$ cat src/hdl/mi_pkg.sv
// shared constants and types for the modular inverse block
package mi_pkg;

    localparam int DEF_WIDTH = 32;

    typedef enum logic [2:0] {
        ST_IDLE,
        ST_CHECK,
        ST_GROW,
        ST_SHRINK,
        ST_FIX,
        ST_DONE
    } mi_state_t;

endpackage

$ cat src/hdl/modular_inverse.sv
// modular inverse by the extended euclidean algorithm, shift-subtract datapath
//
// usage: drive value and modulus and raise start while busy is low; the request
// is taken at that clock edge and busy rises on the next cycle. when the work is
// over, done is high for exactly one cycle with inverse and exists valid in that
// cycle. busy is already low in that cycle, so a new request may be taken at the
// same edge that takes the result. the receiver cannot stall: a result must be
// taken in its done cycle.
// datapath: each euclid quotient step runs through one comparator and subtractor,
// shifting the divisor up one bit a cycle and back down one bit a cycle. the
// input is first reduced by the modulus with the same step. one request is in
// flight at a time.
// exists is 0 and inverse is 0 for a zero modulus or a gcd other than one; a
// modulus of one gives inverse 0 with exists set.
// reset: rst_n clears the sequencer to idle and drops done; no request is lost
// other than one in progress, which is abandoned.
module modular_inverse #(
    parameter int WIDTH = mi_pkg::DEF_WIDTH
) (
    input  logic             clk,
    input  logic             rst_n,
    input  logic             start,
    output logic             busy,
    input  logic [WIDTH-1:0] value,
    input  logic [WIDTH-1:0] modulus,
    output logic             done,
    output logic [WIDTH-1:0] inverse,
    output logic             exists
);
    import mi_pkg::*;

    mi_state_t state_reg, state_next;

    logic [WIDTH-1:0] m_reg,  m_next;
    logic [WIDTH-1:0] r0_reg, r0_next;
    logic [WIDTH-1:0] r1_reg, r1_next;
    logic [WIDTH:0]   d_reg,  d_next;
    logic [WIDTH-1:0] c0_reg, c0_next;
    logic [WIDTH-1:0] c1_reg, c1_next;
    logic [WIDTH-1:0] cd_reg, cd_next;
    logic             idx_reg, idx_next;
    logic             ok_reg, ok_next;
    logic             done_reg, done_next;
    logic [WIDTH-1:0] inv_reg, inv_next;
    logic             exists_reg, exists_next;

    // the compare/subtract unit shared by the grow and shrink states
    logic [WIDTH+1:0] cmp_a, cmp_b, diff;
    logic             ge;
    logic             last_bit;
    logic [WIDTH-1:0] rem_new, acc_new, acc_sum, fix_val;

    always_comb
    begin
        cmp_a = {2'b00, r0_reg};
        if (state_reg == ST_GROW)
            cmp_b = {d_reg, 1'b0};
        else
            cmp_b = {1'b0, d_reg};
        ge   = (cmp_a >= cmp_b);
        diff = cmp_a - cmp_b;
    end

    always_comb
    begin
        acc_sum  = c0_reg + cd_reg;
        rem_new  = ge ? diff[WIDTH-1:0] : r0_reg;
        acc_new  = ge ? acc_sum : c0_reg;
        last_bit = (d_reg == {1'b0, r1_reg});
        // odd index: coefficient positive, even: negative or zero
        fix_val  = idx_reg ? c0_reg : (m_reg - c0_reg);
    end

    // next state
    always_comb
    begin
        state_next = state_reg;
        unique case (state_reg)
            ST_IDLE:   if (start) state_next = ST_CHECK;
            ST_CHECK:  state_next = (r1_reg != '0) ? ST_GROW : ST_FIX;
            ST_GROW:   if (!ge) state_next = ST_SHRINK;
            ST_SHRINK: if (last_bit) state_next = ST_CHECK;
            ST_FIX:    state_next = ST_DONE;
            ST_DONE:   state_next = ST_IDLE;
            default:   state_next = ST_IDLE;
        endcase
    end

    // datapath and outputs
    always_comb
    begin
        m_next      = m_reg;
        r0_next     = r0_reg;
        r1_next     = r1_reg;
        d_next      = d_reg;
        c0_next     = c0_reg;
        c1_next     = c1_reg;
        cd_next     = cd_reg;
        idx_next    = idx_reg;
        ok_next     = ok_reg;
        done_next   = 1'b0;
        inv_next    = inv_reg;
        exists_next = exists_reg;
        unique case (state_reg)
            ST_IDLE:
            begin
                if (start)
                begin
                    // first step reduces value by the modulus, coefficients set
                    // so that after the swap c0 = 0, c1 = 1 and index is even
                    m_next   = modulus;
                    r0_next  = value;
                    r1_next  = modulus;
                    c0_next  = {{(WIDTH-1){1'b0}}, 1'b1};
                    c1_next  = '0;
                    idx_next = 1'b1;
                end
            end
            ST_CHECK:
            begin
                d_next  = {1'b0, r1_reg};
                cd_next = c1_reg;
            end
            ST_GROW:
            begin
                if (ge)
                begin
                    d_next  = {d_reg[WIDTH-1:0], 1'b0};
                    cd_next = {cd_reg[WIDTH-2:0], 1'b0};
                end
            end
            ST_SHRINK:
            begin
                if (last_bit)
                begin
                    r0_next  = r1_reg;
                    r1_next  = rem_new;
                    c0_next  = c1_reg;
                    c1_next  = acc_new;
                    idx_next = ~idx_reg;
                end
                else
                begin
                    r0_next = rem_new;
                    c0_next = acc_new;
                    d_next  = {1'b0, d_reg[WIDTH:1]};
                    cd_next = {1'b0, cd_reg[WIDTH-1:1]};
                end
            end
            ST_FIX:
            begin
                ok_next = (r0_reg == {{(WIDTH-1){1'b0}}, 1'b1}) && (m_reg != '0);
                r1_next = fix_val;
            end
            ST_DONE:
            begin
                done_next   = 1'b1;
                exists_next = ok_reg;
                if (!ok_reg)
                    inv_next = '0;
                else if (r1_reg >= m_reg)
                    inv_next = r1_reg - m_reg;
                else
                    inv_next = r1_reg;
            end
            default:
            begin
                done_next = 1'b0;
            end
        endcase
    end

    always_ff @(posedge clk or negedge rst_n)
    begin
        if (!rst_n)
        begin
            state_reg <= ST_IDLE;
            done_reg  <= 1'b0;
        end
        else
        begin
            state_reg <= state_next;
            done_reg  <= done_next;
        end
    end

    always_ff @(posedge clk)
    begin
        m_reg      <= m_next;
        r0_reg     <= r0_next;
        r1_reg     <= r1_next;
        d_reg      <= d_next;
        c0_reg     <= c0_next;
        c1_reg     <= c1_next;
        cd_reg     <= cd_next;
        idx_reg    <= idx_next;
        ok_reg     <= ok_next;
        inv_reg    <= inv_next;
        exists_reg <= exists_next;
    end

    assign busy    = (state_reg != ST_IDLE);
    assign done    = done_reg;
    assign inverse = inv_reg;
    assign exists  = exists_reg;

    a_done_idle: assert property (@(posedge clk) disable iff (!rst_n)
        done |-> !busy)
        else $error("result strobe while busy");

    a_accept_busy: assert property (@(posedge clk) disable iff (!rst_n)
        (start && !busy) |=> busy)
        else $error("request taken but sequencer did not start");

    a_no_inv_zero: assert property (@(posedge clk) disable iff (!rst_n)
        (done && !exists) |-> (inverse == '0))
        else $error("nonzero inverse without exists");

    a_inv_range: assert property (@(posedge clk) disable iff (!rst_n)
        (done && exists) |-> (inverse < m_reg))
        else $error("inverse not reduced below modulus");

    a_grow_bound: assert property (@(posedge clk) disable iff (!rst_n)
        (state_reg == ST_SHRINK && $past(state_reg) == ST_GROW) |-> (d_reg[WIDTH] == 1'b0))
        else $error("divisor shifted beyond the remainder width");

endmodule
$ cat config.mk
export PLATFORM = sky130hd
export DESIGN_NAME = modular_inverse
export DESIGN_NICKNAME = d
export VERILOG_FILES = /design/src/hdl/mi_pkg.sv /design/src/hdl/modular_inverse.sv
export SDC_FILE = /design/constraint.sdc
export NUM_CORES = 1
export LEC_CHECK = 0
export BUFFER_PORTS_ARGS = -buffer_cell sky130_fd_sc_hd__buf_4
export CELL_PAD_IN_SITES_DETAIL_PLACEMENT = 1
export CELL_PAD_IN_SITES_GLOBAL_PLACEMENT = 1
export CORE_ASPECT_RATIO = 0.9
export CORE_MARGIN = 2
export CORE_UTILIZATION = 40
export DETAILED_ROUTE_END_ITERATION = 10
export PLACE_DENSITY = 0.79
export SYNTH_ARGS = -nofsm -noshare
export SYNTH_HDL_FRONTEND = slang
export SYNTH_SLANG_ARGS = --single-unit
$ cat constraint.sdc
create_clock -name clk -period 11.7 [get_ports clk]
set_clock_uncertainty 0.2 [all_clocks]
set_input_delay 1.755 -clock clk [delete_from_list [all_inputs] [get_ports clk]]
set_output_delay 1.755 -clock clk [all_outputs]
set_load 0.02 [all_outputs]
==> flow_summary.toml, run 1 <==
[run_status]
status = "completed"

[power_and_ir_drop]
power_leakage_nw = 9.51
power.density_mw_per_mm2 = 96.9
intPower_mw = 1.72
p_switching_mw = 0.462
combPwrFrac = 0.011
power_frac_seq = 0.470
switching_share = 0.212
power_frac_clock = 0.518
ir_worst_vdd_mv = 0.0720

[final_layout]
antenna_cells = 0
final_util = 0.458
syn_to_final_growth_pct = 12.9
largest_reg_flops = 33
nNetsFinal = 2372
layout-drive-gt1-share = 0.101

[sta]
rsz0062_at_grt = "no"
tns_ns = 0
finalSetupViolCount = 0
fmax_mhz = 143
final_max_slew_viol_count = 0
finalCritPeriodShare = 0.598
relSlewSlack = 0.194
max_slew.worst_pin.slew_ns = 1.21
hold_viol_final = 0
fin_crit_ns = 7.00

[critical_path]
cp-end-kind = "flop"
cpMaxStageDelayCell = "buf_4"
crit_required_ns = 11.80
critPathLaunch = "state_reg[1]"
r2r_start = "state_reg[1]"
startpoint_type = "flop"
arrival_ns = 7.10
crit_fanout = 67
critPathMaxStageDelay_ns = 0.69
cp_common_cell = "buf_4"
worstPathCellList = "nand2b_4 > nor2_4 > buf_4 > mux2_2 > fa_1 > nor2b_1 > o21ai_1 > a21boi_1 > o31ai_1 > a21bo_2 > a2111oi_2 > o21a_1 > a2bb2oi_4 > buf_4 > buf_4 > mux2_2 > a221oi_1 > nand2_1"
crit_type = "flop to flop"

[floorplanning]
fp.dieH_um = 216
die-area_mm2 = 0.0516
start_util = 0.405
io-pin-count = 102
die_w_um = 239
rows = 77
fp.coreArea_mm2 = 0.0491

[synthesis]
syn_area_mm2 = 0.0199
synth_nets = 2305
netlist.area_leader.share = 0.392
ys_seq_area_frac = 0.397
synth_top_area_cell = "edfxtp_1"
avgSynthCellArea_um2 = 9.45
synthTopCellsByCount = "edfxtp_1 (260), o21ai_0 (196), a21oi_1 (194)"
syn_inst = 2108
ys.flop_type = "edfxtp_1"
yosysMostFrequentCell = "edfxtp_1"
ys_types = 77
synth_async_sr_flop_share = 0.0152
yosys_warnings = 0
ys_seq_elements = 264
synth.top_cells.by_area = "edfxtp_1 (39%), ha_1 (7.9%), mux2i_1 (7.4%)"
synth_edf_count = 260

[route]
first_pass_iters = 5
drc = 0
first_iter_violations = 1776
wl_per_cell_um = 26.0
vias = 17500
vias_per_cell = 6.19
ant_nets = 0
wl_um = 73800

[clock_tree]
clock-root-buffer = "clkbuf_16"
cts_tree = "yes"
post-cts-setup-buffer-count = 0
path_clk_slew_ns = 0.06
htreeDepth = 2
clock_path_buffers = 3
cts.hold.buffers_added = 0
clock_sinks = 264
clk_latency_ns = 0.57
cts_made_buffers = 35
post_cts_resized = 0

[job]
cap_violations = 0

[global_routing]
grt_pass1_vias = 17600
grt_max_degree = 78
grt_overflow = 0
grt_pass1_wl_um = 111000
antenna_found_initial = 1
track_usage = 0.283

[hold_path]
hold_start = "c1_reg[12]"
holdCritPathClass = "flop to flop"

[placement]
io_buffers = 101
dpl.hpwl_um = 54900
gp_congestion = 0.964
[cell type report]
type | instances | area [um^2]
clock inverter | 20 | 248
timing repair buffer | 125 | 938
inverter | 103 | 387
multi-input combinational | 1646 | 11300
sequential | 264 | 7910
clock buffer | 43 | 927
fill | 5548 | 26600
tap | 632 | 791
[worst max-delay path: cells and delay by family (launching register included)]
kind	cells	cell delay (ns)
flops	1	0.62
fa+ha+maj	1	0.42
buf+inv	3	1.76
mux	2	0.87
simple gates	4	0.87
compound gates	8	1.81
[stage by stage]
stage                     setup slack (ns)  area (um^2)  hold slack [ns]  total power [mW]  instances
after floorplan                       2.16        19900            0.287              1.04       2108
after global placement                5.10        21300            0.328              1.07       2770
after detailed placement              4.85        21300            0.344              1.07       2770
after CTS                             4.82        22500            0.362              2.19       2833
after global routing                  4.44        22500            0.392              2.22       2833
final                                 4.70        22500            0.352              2.18       2833
[cells by family (layout without fill, tap and decap cells)]
| group | Yosys count | after routing | synth area share |
|---|---|---|---|
| xor+xnor | 146 | 146 | 0.0642 |
| flops | 264 | 264 | 0.397 |
| simple gates | 553 | 553 | 0.129 |
| mux | 154 | 154 | 0.0778 |
| compound gates | 663 | 663 | 0.208 |
| buf+inv | 198 | 291 | 0.0408 |
| fa+ha+maj | 130 | 130 | 0.0832 |
[routing by layer]
layer / routed length [um] / global-route usage / vias up
met5: 8 / 0 / -
met4: 3520 / 0.128 / 2
met3: 5040 / 0.0436 / 145
met2: 32700 / 0.435 / 673
met1: 32500 / 0.393 / 8738
li1: - / - / 7975
[layout by cell type (no fill, tap or decap), types with 17 or more instances in the layout]
cell and instances:
nor3_1 22, nand2b_1 20, o21ai_0 194, nor4_1 36, mux2i_1 147, nor2_1 164, nor2b_1 23, buf_4 125
a21o_1 75, ha_1 126, a211oi_1 23, a22oi_1 17, a21oi_1 194, edfxtp_1 260, o21bai_1 26, xor2_1 64
nand3_1 21, clkbuf_16 36, nand4_1 25, nand2_1 180, inv_1 101, xnor2_1 82
[power by group through the flow]
stage	Sequential (mW)	Clock, mW	Combinational (mW)
2_1_floorplan	1.04	0	0.000230
3_3_place_gp	1.04	0	0.0246
3_5_place_dp	1.04	0	0.0249
4_1_cts	1.02	1.14	0.0250
5_1_grt	1.02	1.17	0.0260
6_report	1.02	1.13	0.0250
[final timing paths]
kind / endpoint / slack, ns / depth (start not counted)
setup reg to reg: r1_reg[30] / 4.70 / 18
hold / removal: cd_reg[12] / 0.35 / 2
hold reg to reg: cd_reg[12] / 0.35 / 2
min in group asynchronous: state_reg[1] / 0.80 / 1
setup / recovery: r1_reg[30] / 4.70 / 18
max in group asynchronous: state_reg[0] / 10.33 / 1
(Power assumes the default switching activity.)
==> run 2: changes to the inputs <==
--- a/config.mk
+++ b/config.mk
@@ -12,7 +12,7 @@
 export CORE_MARGIN = 2
 export CORE_UTILIZATION = 40
 export DETAILED_ROUTE_END_ITERATION = 10
-export PLACE_DENSITY = 0.79
+export PLACE_DENSITY = 0.82
 export SYNTH_ARGS = -nofsm -noshare
 export SYNTH_HDL_FRONTEND = slang
 export SYNTH_SLANG_ARGS = --single-unit
==> constraint.sdc (replaced) <==
create_clock -name clk -period 5.95 [get_ports clk]
set_clock_uncertainty 0.2 [all_clocks]
set_input_delay 0.8925 -clock clk [delete_from_list [all_inputs] [get_ports clk]]
set_output_delay 0.8925 -clock clk [all_outputs]
set_load 0.02 [all_outputs]
==> run 2 against run 1 <==
  * Register-to-register slack got worse by 4.3 ns
  * Critical path type unchanged
  * Count of clock-buffer cells in the layout fell by 6
  * Flip-flop and latch count did not move
  * Non-clock buffer count rose by 10
  * Critical endpoint is now c0_reg[31]
  * Via count rose by 1.8%
==> flow_summary.toml, run 2 (same netlist as run 1, synthesis figures left out) <==
[sta]
hold_viol_final = 0
finalSetupViolCount = 0
tns_ns = 0
fmax_mhz = 180
final_max_slew_viol_count = 0
finalCritPeriodShare = 0.933
fin_crit_ns = 5.55
relSlewSlack = 0.221
rsz0062_at_grt = "no"
max_slew.worst_pin.slew_ns = 1.17
hold-worst-slack_ns = 0.322

[floorplanning]
die_w_um = 239
io-pin-count = 102
start_util = 0.405
fp.coreArea_mm2 = 0.0491
fp.dieH_um = 216
die-area_mm2 = 0.0516
rows = 77

[power_and_ir_drop]
intPower_mw = 3.21
switching_share = 0.223
power_frac_clock = 0.500
combPwrFrac = 0.012
power.density_mw_per_mm2 = 184
power_frac_seq = 0.487
p_switching_mw = 0.923
fin_total_pwr_mw = 4.13
ir_worst_vdd_mv = 0.151
power_leakage_nw = 9.52

[route]
vias_per_cell = 6.28
wl_um = 74800
first_iter_violations = 1837
ant_nets = 0
drc = 0
wl_per_cell_um = 26.3
first_pass_iters = 5
vias = 17800

[global_routing]
antenna_found_initial = 3
track_usage = 0.286
grt_pass1_wl_um = 112000
grt_pass1_vias = 18100
grt_overflow = 0
grt_max_degree = 79

[final_layout]
final_cell_mix = "edfxtp_1 (260), o21ai_0 (194), a21oi_1 (194)"
fillers = 5612
largest_reg_flops = 33
multi_input_area_mm2 = 0.0113
syn_to_final_growth_pct = 13.0
regArea_mm2 = 0.00791
layout-drive-gt1-share = 0.105
nNetsFinal = 2381
layout_commonest_cell = "edfxtp_1"

[clock_tree]
clk_latency_ns = 0.58
cts_tree = "yes"
htreeDepth = 2
path_clk_slew_ns = 0.06
clock-root-buffer = "clkbuf_16"
post-cts-setup-buffer-count = 0
clock_path_buffers = 3
clock_sinks = 264
cts_made_buffers = 34

[run_status]
status = "completed"

[placement]
gp_congestion = 0.981
io_buffers = 101
dpl.hpwl_um = 55600

[critical_path]
crit_type = "flop to flop"
arrival_ns = 5.72
cp-end-kind = "flop"
cpMaxStageDelayCell = "dfrtp_1"
crit_required_ns = 6.11
critPathMaxStageDelay_ns = 0.64
crit_fanout = 28
worstPathCellList = "nand2b_4 > nor2_4 > buf_4 > mux2i_1 > ha_1 > nand2_1 > nor4_2 > a21bo_2 > a2111oi_2 > o21a_1 > a2bb2oi_4 > buf_4 > buf_4 > nand2_1 > xor2_1 > a211oi_1"
startpoint_type = "flop"
cp_common_cell = "buf_4"

[hold_path]
holdCritPathClass = "primary input to flop"

[job]
cap_violations = 0
==> run 2: cell count changes in the layout (fill, tap and decap cells not counted), moves of 3 or more <==
cell	previous run	this run
clkinv_1	4	8
clkbuf_1	7	2
buf_4	125	132
bufinv_16	5	2
==> run 2: worst max-delay path, delay by kind of cell (launching register included) <==
kind                     cells  cell delay [ns]
buffers and inverters        3             1.27
XOR/XNOR                     1             0.17
AO/OA/AOI/OAI                5             1.35
multiplexers                 1             0.15
adder cells (fa/ha/maj)      1             0.41
AND/OR/NAND/NOR              5             1.12
flip-flops                   1             0.64
==> run 2: cell type report <==
class / count / area share
Clock buffer: 37 / 0.0393
Antenna cell: 2 / 0.000222
Timing Repair Buffer: 135 / 0.0463
Sequential cell: 264 / 0.352
Multi-Input combinational cell: 1646 / 0.501
Inverter: 103 / 0.0172
Tap cell: 632 / 0.0351
Clock inverter: 24 / 0.00890
==> run 2: per-stage QoR <==
step	instances	utilization	setup slack, ns	instance area, um^2
finish	2843	0.458	0.400	22500
CTS	2841	0.458	0.283	22500
floorplan	2108	-	0.0402	19900
detailed placement	2779	0.435	0.330	21400
global route	2841	0.458	0.0321	22500
global placement	2779	0.435	0.534	21400
==> run 2: power groups by stage <==
| stage | Sequential [mW] | Clock [mW] | Combinational (mW) |
|---|---|---|---|
| final | 2.01 | 2.07 | 0.0513 |
| after global placement | 2.05 | 0 | 0.0495 |
| after detailed placement | 2.05 | 0 | 0.0499 |
| after CTS | 2.01 | 2.09 | 0.0504 |
| after global routing | 2.01 | 2.14 | 0.0526 |
| after floorplan | 2.05 | 0 | 0.000446 |
==> run 2: timing repair <==
item | CTS | global route
hold buffers | 1 | 0
resized for setup | 0 | 1
endpoints found under the hold margin | 4 | 0
setup endpoints to repair | 0 | 16
==> run 2: layer usage <==
layer / vias to the layer above / global-route usage / part of all wire / wire [um]
met5: - / 0 / 0.00020 / 15
met4: 2 / 0.171 / 0.064 / 4830
met3: 211 / 0.0458 / 0.088 / 6550
met2: 867 / 0.433 / 0.43 / 32200
met1: 8780 / 0.385 / 0.42 / 31200
li1: 7986 / - / - / -
==> run 2: worst paths after layout <==
path | slack (ns) | depth (start not counted) | to | startpoint
worst max-delay path | 0.40 | 16 | c0_reg[31] | state_reg[1]
worst min-delay path | 0.32 | 1 | m_reg[10] | modulus[10]
worst max register to register | 0.40 | 16 | c0_reg[31] | state_reg[1]
worst min register to register | 0.35 | 2 | cd_reg[9] | c1_reg[9]
max in group asynchronous | 4.94 | 2 | state_reg[0] | rst_n
min in group asynchronous | 0.46 | 2 | state_reg[1] | rst_n
